$ cat src/rtl/kmd_pkg.sv
// kmd_pkg: shared types, constants and register codes of the key matrix debouncer
// used by every module of the block; depends on nothing

package kmd_pkg;

   // sizes
   localparam int NUM_KEYS  = 128;
   localparam int KEY_AW    = (NUM_KEYS > 1) ? $clog2(NUM_KEYS) : 1;
   localparam int TIME_BITS = 48;
   localparam int Q_DEPTH   = 4;
   localparam int Q_AW      = $clog2(Q_DEPTH);

   localparam logic [7:0] COUNT_MAX = 8'd255;

   // event codes
   localparam logic [1:0] EV_NONE    = 2'd0;
   localparam logic [1:0] EV_PRESS   = 2'd1;
   localparam logic [1:0] EV_RELEASE = 2'd2;

   // register indexes (byte address divided by four)
   localparam logic [2:0] REG_MODE_TIME       = 3'd0;
   localparam logic [2:0] REG_COUNT_THRESHOLD = 3'd1;
   localparam logic [2:0] REG_PRESS_TIME      = 3'd2;
   localparam logic [2:0] REG_RELEASE_TIME    = 3'd3;
   localparam logic [2:0] REG_REPRESS_GUARD   = 3'd4;

   // reset values of the threshold, press time and release time registers
   localparam logic [7:0]  THRESHOLD_RST = 8'd5;
   localparam logic [23:0] PRESS_RST     = 24'd5000;
   localparam logic [23:0] RELEASE_RST   = 24'd5000;

   typedef struct packed {
      logic [6:0]           key_index;
      logic                 raw_level;
      logic [TIME_BITS-1:0] timestamp;
   } req_item_type;

   typedef struct packed {
      logic [6:0] key_out;
      logic [1:0] event_code;
   } rsp_item_type;

   // item as classified by the front end
   typedef struct packed {
      req_item_type item;
      logic         in_range;
   } entry_type;

   typedef struct packed {
      logic        mode_time;
      logic [7:0]  count_threshold;
      logic [23:0] press_time;
      logic [23:0] release_time;
      logic [23:0] repress_guard;
   } cfg_type;

   // per-key state word
   typedef struct packed {
      logic                 last_raw;
      logic                 stable_level;
      logic [7:0]           sample_count;
      logic [TIME_BITS-1:0] raw_change_time;
      logic [TIME_BITS-1:0] release_seen;
   } key_state_type;

endpackage

$ cat src/rtl/kmd_queue.sv
// kmd_queue: short fifo between the front end and the state update engine
// depends on kmd_pkg

module kmd_queue (
   input  logic               clock,
   input  logic               reset,
   input  logic               push,
   input  kmd_pkg::entry_type push_data,
   output logic               full,
   output logic               head_valid,
   output kmd_pkg::entry_type head_data,
   input  logic               pop
);
   import kmd_pkg::*;

   entry_type         slot_ff [Q_DEPTH];
   logic [Q_AW-1:0]   wr_ptr_ff, wr_ptr_in;
   logic [Q_AW-1:0]   rd_ptr_ff, rd_ptr_in;
   logic [Q_AW:0]     count_ff, count_in;

   assign full       = (count_ff == (Q_AW+1)'(Q_DEPTH));
   assign head_valid = (count_ff != '0);
   assign head_data  = slot_ff[rd_ptr_ff];

   // pointer and fill level update
   always_comb begin
      wr_ptr_in = push ? wr_ptr_ff + 1'b1 : wr_ptr_ff;
      rd_ptr_in = pop  ? rd_ptr_ff + 1'b1 : rd_ptr_ff;
      count_in  = count_ff;
      if (push && !pop) begin
         count_in = count_ff + 1'b1;
      end else if (pop && !push) begin
         count_in = count_ff - 1'b1;
      end
   end

   always_ff @(posedge clock) begin
      if (reset) begin
         wr_ptr_ff <= '0;
         rd_ptr_ff <= '0;
         count_ff  <= '0;
      end else begin
         wr_ptr_ff <= wr_ptr_in;
         rd_ptr_ff <= rd_ptr_in;
         count_ff  <= count_in;
      end
   end

   always_ff @(posedge clock) begin
      if (push) begin
         slot_ff[wr_ptr_ff] <= push_data;
      end
   end

endmodule

$ cat config.mk
export PLATFORM = sky130hd
export DESIGN_NAME = kmd_queue
export DESIGN_NICKNAME = d
export VERILOG_FILES = /design/src/rtl/kmd_pkg.sv /design/src/rtl/kmd_queue.sv
export SDC_FILE = /design/constraint.sdc
export NUM_CORES = 1
export LEC_CHECK = 0
export ABC_CLOCK_PERIOD_IN_PS = 4400
export BUFFER_PORTS_ARGS = -buffer_cell sky130_fd_sc_hd__buf_2
export CAP_MARGIN = 0
export CORE_MARGIN = 3
export CORE_UTILIZATION = 40
export CTS_CLUSTER_DIAMETER = 80
export DETAILED_ROUTE_END_ITERATION = 12
export GPL_TIMING_DRIVEN = 0
export PLACE_DENSITY = 0.67
export SYNTH_ARGS = -nofsm -noshare
export SYNTH_HDL_FRONTEND = slang
export SYNTH_SLANG_ARGS = --single-unit
$ cat constraint.sdc
create_clock -name clock -period 4.4 [get_ports clock]
set_clock_uncertainty 0.15 [all_clocks]
set_input_delay 0.22 -clock clock [delete_from_list [all_inputs] [get_ports clock]]
set_output_delay 0.22 -clock clock [all_outputs]
set_load 0.02 [all_outputs]
==> flow_summary.yaml <==
cells_and_area:
  final.fill_count: 1641
  nets: 617
  syn_to_final_growth_pct: 28.3
  post-route-util_pct: 52.4
  n_antenna_cell: 0
  drive_above_1_share_pct: 40.7
  multiInputGateArea_um2: 1530
  design_area_um2: 11100
  seq_area_um2: 7030
  finalNonFillerCells: 843
yosys:
  synth_warnings: 0
  yosysSeqAreaShare_pct: 81.2
  avgSynthCellArea_um2: 25.4
  synth_cell_type_count: 20
  synth_cells: 341
  syn-cell-area_um2: 8650
  synth_nets: 408
  synth_seq_cells: 237
timing:
  worst_pin_slew_ps: 902
  setup_viol: 0
  min_period_over_period_pct: 55.2
  tns_ps: 0
  hold_viol: 0
  rsz0062_at_grt: "no"
  finalWorstSetupSlack_ps: 1970
  final.min_clock_period_ps: 2430
  relSlewSlack_pct: 39.9
  drv_slew: 0
  max_freq_mhz: 411
global_routing:
  antenna_found_initial: 0
  grt_pass1_wl_mm: 25.0
  track_usage_pct: 13.4
  grt_pass1_vias: 4585
  grt_max_degree: 58
  grt-ovfl-total: 0
worst_setup_path:
  rr_worst_depth: 2
  criticalPathCategory: "reg2out"
  cp_max_fo: 10
  r2r_start: "wr_ptr_ff[0]"
  worstPathArrival_ps: 2060
  startpoint_type: "flop"
  cp-end-kind: "output pin"
  cp.required_ps: 4030
die:
  die_h_um: 153
  core_um2: 21200
  fp-row-count: 53
  die_w_um: 153
  die_area_um2: 23400
  io_pins: 120
  start_util_pct: 40.9
pwr:
  vdd_drop_max_mv: 0.316
  p_leak_uw: 0.00382
  powerDensity_nw_per_um2: 477
routing:
  routed_wl_mm: 15.7
  vias: 4136
  firstDrtPassIters: 4
  postRouteAntennaNets: 0
  drc: 0
  viasPerCell: 4.91
  drt_iter0_markers: 220
  wl_per_cell_um: 18.7
clock_network:
  cts_tree: "built"
  clockBufferDepth: 3
  cts_buffers: 25
  path_clk_slew_ps: 60
  postCtsSetupBuffers: 0
  cts_root_buf: "clkbuf_16"
  clock-sinks: 237
  clk_latency_ps: 500
  cts_max_level: 1
hold_path:
  hold-path-cell-count: 2
  min-delay-start: "push_data[10]"
  hp-class: "in2reg"
placement:
  place_inst: 737
  place_ws_ps: 2440
  hpwl_mm: 9.27
  placed_area_um2: 9650
  place.port_buffers: 118
  globalplace.congestion: 0.716
run:
  cap_violations: 0
outcome:
  status: "finished clean"
==> final timing paths <==
| path | slack, ps | end |
|---|---|---|
| min reg2reg | 350 | count_ff[2] |
| max reg2reg | 2520 | slot_ff[3][14] |
| max | 1970 | head_data[16] |
| min | 320 | slot_ff[2][10] |
==> cell usage in the layout, fill, tap and decap left out, types with 4 or more instances in the layout <==
master and n:
mux4_2 57, clkbuf_16 25, buf_6 4, dfxtp_1 9, nor2_1 7, clkinv_2 4, inv_1 4, and2_4 4
ha_1 5, clkbuf_1 7, edfxtp_1 228, buf_2 122, dlygate4sd3_1 61
==> synth_stat cells <==
master    count  area [µm²]
nand2_1       1        3.75
edfxtp_1    228        6850
xnor2_1       2        17.5
inv_1         4        15.0
buf_2         4        20.0
mux2i_1       2        20.0
buf_4         2        15.0
fa_1          1        20.0
a21oi_1       1        5.00
and2_1        4        25.0
ha_1          5        62.6
xor2_1        3        26.3
mux4_2       57        1280
buf_6         4        45.0
nor2_1        7        26.3
nor3b_1       1        7.51
dfxtp_1       9         180
or3_1         2        12.5
o21ai_0       1        5.00
clkbuf_1      3        11.3
==> layout make-up <==
cell class | instances | area share [%]
repair buffers | 182 | 11.4
clock buffers | 32 | 6.15
multi-input cells | 87 | 13.7
well taps | 275 | 3.10
flip-flops and latches | 237 | 63.3
inverters | 4 | 0.135
clock inverters | 13 | 1.34
plain buffers | 13 | 0.823
==> state kept, by name, summed over array words and instances (netlist names), named ones only <==
| signal | cells |
|---|---|
| slot_ff | 228 |
| rd_ptr_ff | 2 |
| wr_ptr_ff | 2 |
| count_ff | 3 |
==> layer usage <==
metal	global-route usage, %	part of all wire (%)
met4	3.18	1.4
met1	17.4	42
met2	23.1	51
met3	3.17	5.8
met5	0	0
==> worst max-delay path, stage by stage, from the launching register on <==
cell and delay (ps):
dfxtp_1 350, buf_2 300, buf_2 360, mux4_2 370, buf_2 180
==> power breakdown <==
part	internal, µW	switching [µW]
sequential	2590	28.2
clock	1270	808
combinational	267	332
==> metrics by stage <==
step / hold slack [ps] / power [µW]
after CTS: 293 / 5370
after floorplan: 169 / 3020
final: 319 / 5300
after global placement: 279 / 3210
after global routing: 309 / 5500
after detailed placement: 289 / 3240
==> repair_timing <==
action | CTS | global route
endpoints found under the setup margin | 0 | 0
endpoints found under the hold margin | 237 | 0
resized for setup | 0 | 0
hold buffers | 61 | 0
==> kinds of logic after synthesis <==
kind of cell | Yosys count | synth area share (%)
compound gates | 2 | 0.116
xor+xnor | 5 | 0.506
fa+ha+maj | 6 | 0.955
buf+inv | 17 | 1.23
flops | 237 | 81.3
mux | 59 | 15.1
simple gates | 15 | 0.868
No activity file was read; power rests on OpenSTA's default activity.
