===== src/rtl/kmd_pkg.sv =====
// kmd_pkg: shared types, constants and register codes of the key matrix debouncer
// used by every module of the block; depends on nothing

package kmd_pkg;

   // sizes
   localparam int NUM_KEYS  = 128;
   localparam int KEY_AW    = (NUM_KEYS > 1) ? $clog2(NUM_KEYS) : 1;
   localparam int TIME_BITS = 48;
   localparam int Q_DEPTH   = 4;
   localparam int Q_AW      = $clog2(Q_DEPTH);

   localparam logic [7:0] COUNT_MAX = 8'd255;

   // event codes
   localparam logic [1:0] EV_NONE    = 2'd0;
   localparam logic [1:0] EV_PRESS   = 2'd1;
   localparam logic [1:0] EV_RELEASE = 2'd2;

   // register indexes (byte address divided by four)
   localparam logic [2:0] REG_MODE_TIME       = 3'd0;
   localparam logic [2:0] REG_COUNT_THRESHOLD = 3'd1;
   localparam logic [2:0] REG_PRESS_TIME      = 3'd2;
   localparam logic [2:0] REG_RELEASE_TIME    = 3'd3;
   localparam logic [2:0] REG_REPRESS_GUARD   = 3'd4;

   // reset values of the threshold, press time and release time registers
   localparam logic [7:0]  THRESHOLD_RST = 8'd5;
   localparam logic [23:0] PRESS_RST     = 24'd5000;
   localparam logic [23:0] RELEASE_RST   = 24'd5000;

   typedef struct packed {
      logic [6:0]           key_index;
      logic                 raw_level;
      logic [TIME_BITS-1:0] timestamp;
   } req_item_type;

   typedef struct packed {
      logic [6:0] key_out;
      logic [1:0] event_code;
   } rsp_item_type;

   // item as classified by the front end
   typedef struct packed {
      req_item_type item;
      logic         in_range;
   } entry_type;

   typedef struct packed {
      logic        mode_time;
      logic [7:0]  count_threshold;
      logic [23:0] press_time;
      logic [23:0] release_time;
      logic [23:0] repress_guard;
   } cfg_type;

   // per-key state word
   typedef struct packed {
      logic                 last_raw;
      logic                 stable_level;
      logic [7:0]           sample_count;
      logic [TIME_BITS-1:0] raw_change_time;
      logic [TIME_BITS-1:0] release_seen;
   } key_state_type;

endpackage


===== src/rtl/kmd_front.sv =====
// kmd_front: input register of the debouncer, accepts sample transfers and
// tags each with a key range check; depends on kmd_pkg

module kmd_front (
   input  logic                  clock,
   input  logic                  reset,
   input  logic                  req_valid,
   output logic                  req_stall,
   input  kmd_pkg::req_item_type req_item,
   input  logic                  q_full,
   output logic                  push,
   output kmd_pkg::entry_type    push_data
);
   import kmd_pkg::*;

   logic      front_valid_ff, front_valid_in;
   entry_type front_ff;
   logic      accept;

   // stall only while the held item cannot move into the queue
   assign req_stall = front_valid_ff && q_full;
   assign accept    = req_valid && !req_stall;
   assign push      = front_valid_ff && !q_full;
   assign push_data = front_ff;

   always_comb begin
      front_valid_in = accept || (front_valid_ff && q_full);
   end

   always_ff @(posedge clock) begin
      if (reset) begin
         front_valid_ff <= 1'b0;
      end else begin
         front_valid_ff <= front_valid_in;
      end
   end

   // payload with key classification
   always_ff @(posedge clock) begin
      if (accept) begin
         front_ff.item     <= req_item;
         front_ff.in_range <= (32'(req_item.key_index) < 32'(NUM_KEYS));
      end
   end

endmodule


===== config.mk =====
export PLATFORM = sky130hd
export DESIGN_NAME = kmd_front
export DESIGN_NICKNAME = d
export VERILOG_FILES = /design/src/rtl/kmd_pkg.sv /design/src/rtl/kmd_front.sv
export SDC_FILE = /design/constraint.sdc
export NUM_CORES = 1
export LEC_CHECK = 0
export ABC_AREA = 1
export BUFFER_PORTS_ARGS = -buffer_cell sky130_fd_sc_hd__buf_4
export CELL_PAD_IN_SITES_DETAIL_PLACEMENT = 1
export CELL_PAD_IN_SITES_GLOBAL_PLACEMENT = 1
export CORE_ASPECT_RATIO = 1.4
export CORE_MARGIN = 1.5
export CORE_UTILIZATION = 32
export CTS_CLUSTER_DIAMETER = 60
export CTS_CLUSTER_SIZE = 16
export DETAILED_ROUTE_END_ITERATION = 12
export PLACE_DENSITY_LB_ADDON = 0.2
export SYNTH_ARGS = -nofsm -noshare
export SYNTH_HDL_FRONTEND = slang
export SYNTH_SLANG_ARGS = --single-unit
export TNS_END_PERCENT = 100

===== constraint.sdc =====
create_clock -name clock -period 4.9 [get_ports clock]
set_input_delay 0.98 -clock clock [delete_from_list [all_inputs] [get_ports clock]]
set_output_delay 0.98 -clock clock [all_outputs]
set_load 0.1 [all_outputs]

==> results.yml <==
timing:
  clock.fmax_mhz: 404
  finalHoldViolations: 0
  fin_worst_skew_ns: 0.00599
  finalMaxSlewViolations: 0
  fin_setup_tns_ns: 0
  period_minus_slack_ns: 2.47
  setup_viol_count_final: 0
  tightest_slew_ns: 0.649
  relSlewSlack_pct: 56.6
  rsz0062_at_grt: "no"
  fin_crit_sh_pct: 50.5
floorplanning:
  rows: 31
  die_area_mm2: 0.00592
  coreArea_mm2: 0.00524
  ios: 119
  die_y_um: 90.4
  initial_utilization_pct: 33.4
  die_x_um: 65.4
global_route:
  overflow: 0
  grt_pass1_vias: 1105
  grt_usage_pct: 13.9
  grt_max_degree: 34
  grt_pass1_wl_mm: 5.84
  antenna_found_initial: 0
synthesis:
  syn_area_per_cell_um2: 26.5
  synth_area_mm2: 0.00175
  synth_cell_types: 9
  yosysTopAreaCell: "edfxtp_1"
  synth_nets: 126
  netlist.area_leader.share_pct: 96.3
  ys_warn_count: 0
  yosysSeqAreaShare_pct: 97.4
  netlist_top_cells_area: "edfxtp_1 (96%), dfxtp_1 (1.1%), a21oi_2 (0.50%)"
  syn_inst: 66
  ys_seq_elements: 57
placed_design:
  gp_congestion: 0.675
  hpwl_mm: 3.02
  port-buffer-count: 117
  placed_cells: 249
detailed_routing:
  vias: 1087
  wl_per_cell_um: 15.0
  drtIter0Drc: 31
  antenna_left: 0
  via_per_inst: 4.10
  first_pass_iters: 3
  drc: 0
  totalWireLength_mm: 3.98
min_path:
  holdPathStages: 2
  hold_start: "front_valid_ff"
  hold_path_class: "reg2reg"
  hold_end: "front_valid_ff"
setup_path:
  cp.required_ns: 3.92
  worst-path-buf-inv: 3
  crit_family: "buffers and inverters"
  crit_chain: "buf_4, nand2_2, inv_2, buf_4"
  start_kind: "input port"
  r2r_start: "front_valid_ff"
  worst-path-max-fanout: 2
  cpMaxStageDelayCell: "buf_4"
  r2r-end: "push_data[15]"
  path_class: "in2out"
  rr_worst_depth: 4
  crit_top_cell: "buf_4"
  arrival_ns: 1.49
  r2r_slack_ns: 3.10
  max_stage_delay_ns: 0.29
  crit_path_end_kind: "output port"
clock_tree:
  clock-sinks: 57
  cts_tree: "built"
  cts_setup_buffers: 0
  htreeDepth: 3
  path_clk_slew_ns: 0.06
  clock_path_buffers: 2
  numCtsBuffers: 9
  post_cts.resized_instances: 0
  cts_hold_buf: 0
  root_buffer: "clkbuf_8"
  clk_latency_ns: 0.31
pwr:
  power.switching_mw: 0.412
  p_leak_nw: 1.25
  seqPwrFrac_pct: 43.6
  power_frac_clock_pct: 34.1
  fin_total_pwr_mw: 1.33
  p_sw_share_pct: 31.1
  irDropWorstVdd_v: 0.000248
  p_int_mw: 0.915
  combPwrFrac_pct: 22.3
  p_per_area_mw_per_mm2: 454
run_status:
  status: "finished, final reports clean"
run:
  drv_cap: 0
final_layout:
  antenna_cells: 0
  final_layout_size_suffix_gt1_share_pct: 68.3
  fin_cells: 265
  synthToLayoutAreaGrowth_pct: 67.4
  final_net_count: 254
## placed cells by master (no fill, tap or decap), drive strengths merged
| cell type | count |
|---|---|
| bufinv | 2 |
| dfxtp | 1 |
| nor2 | 2 |
| clkinvlp | 1 |
| edfxtp | 56 |
| buf | 118 |
| nand2 | 1 |
| inv | 3 |
| clkbuf | 9 |
| clkinv | 4 |
| conb | 1 |
| a21oi | 1 |
## metrics by stage
step / util (%) / hold WS, ns / setup slack [ns] / instance area (um^2)
3_3_place_gp: 51.9 / 0.461 / 2.37 / 2720
4_1_cts: 55.8 / 0.485 / 2.42 / 2920
6_report: 55.8 / 0.483 / 2.43 / 2920
3_5_place_dp: 51.9 / 0.474 / 2.27 / 2720
5_1_grt: 55.8 / 0.494 / 2.40 / 2920
2_1_floorplan: - / 0.453 / 0.755 / 1750
## synthesized netlist by cell type
master	number
inv_2	1
nand2_2	1
a21oi_2	1
inv_1	2
dfxtp_1	1
edfxtp_1	56
conb_1	1
nor2_1	2
buf_4	1
## power groups by stage
stage	clock network (mW)	registers, mW	logic, mW
finish	0.453	0.578	0.296
global route	0.482	0.581	0.303
CTS	0.462	0.578	0.298
detailed placement	0	0.589	0.298
global placement	0	0.587	0.295
floorplan	0	0.785	0.0197
## flip-flops by register name, summed over array words and instances, names as in the netlist
name / flops
front_valid_ff: 1
push_data: 56
## layer usage
layer / up-vias / global-route usage, % / part of all wire [%]
li1: 509 / - / -
met1: 498 / 13.1 / 31
met2: 66 / 24.2 / 56
met3: 14 / 4.36 / 8.7
met4: 0 / 10.6 / 4.3
met5: - / 0 / 0
## worst register-to-register path, stage by stage (launching register included)
cell and delay [ns]:
dfxtp_1 0.32, nand2_2 0.08, inv_2 0.05, nor2_4 0.50
buf_4 0.50
## cell families after synthesis
kind of cell    share of synthesized area (%)
compound gates                          0.502
buf+inv                                  1.07
flops                                    97.4
other cells                             0.215
simple gates                            0.788
## area by class of cell
type,instances,area [um^2]
multi-input combinational,5,33.8
timing repair buffer,118,886
clock inverter,7,85.1
clock buffer,9,124
tap,66,82.6
fill,513,2310
inverter,3,11.3
sequential,57,1700
## worst max-delay path by stage
stage                       from       endpoint  slack [ns]  cells after the start
after CTS                 q_full      req_stall        2.42                      4
after global placement    q_full  push_data[50]        2.37                      5
after detailed placement  q_full  push_data[29]        2.27                      5
final                     q_full      req_stall        2.43                      4
after floorplan           q_full  push_data[10]        0.75                      3
after global routing      q_full      req_stall        2.40                      4
Note: power is estimated with default switching activity, not from simulation.
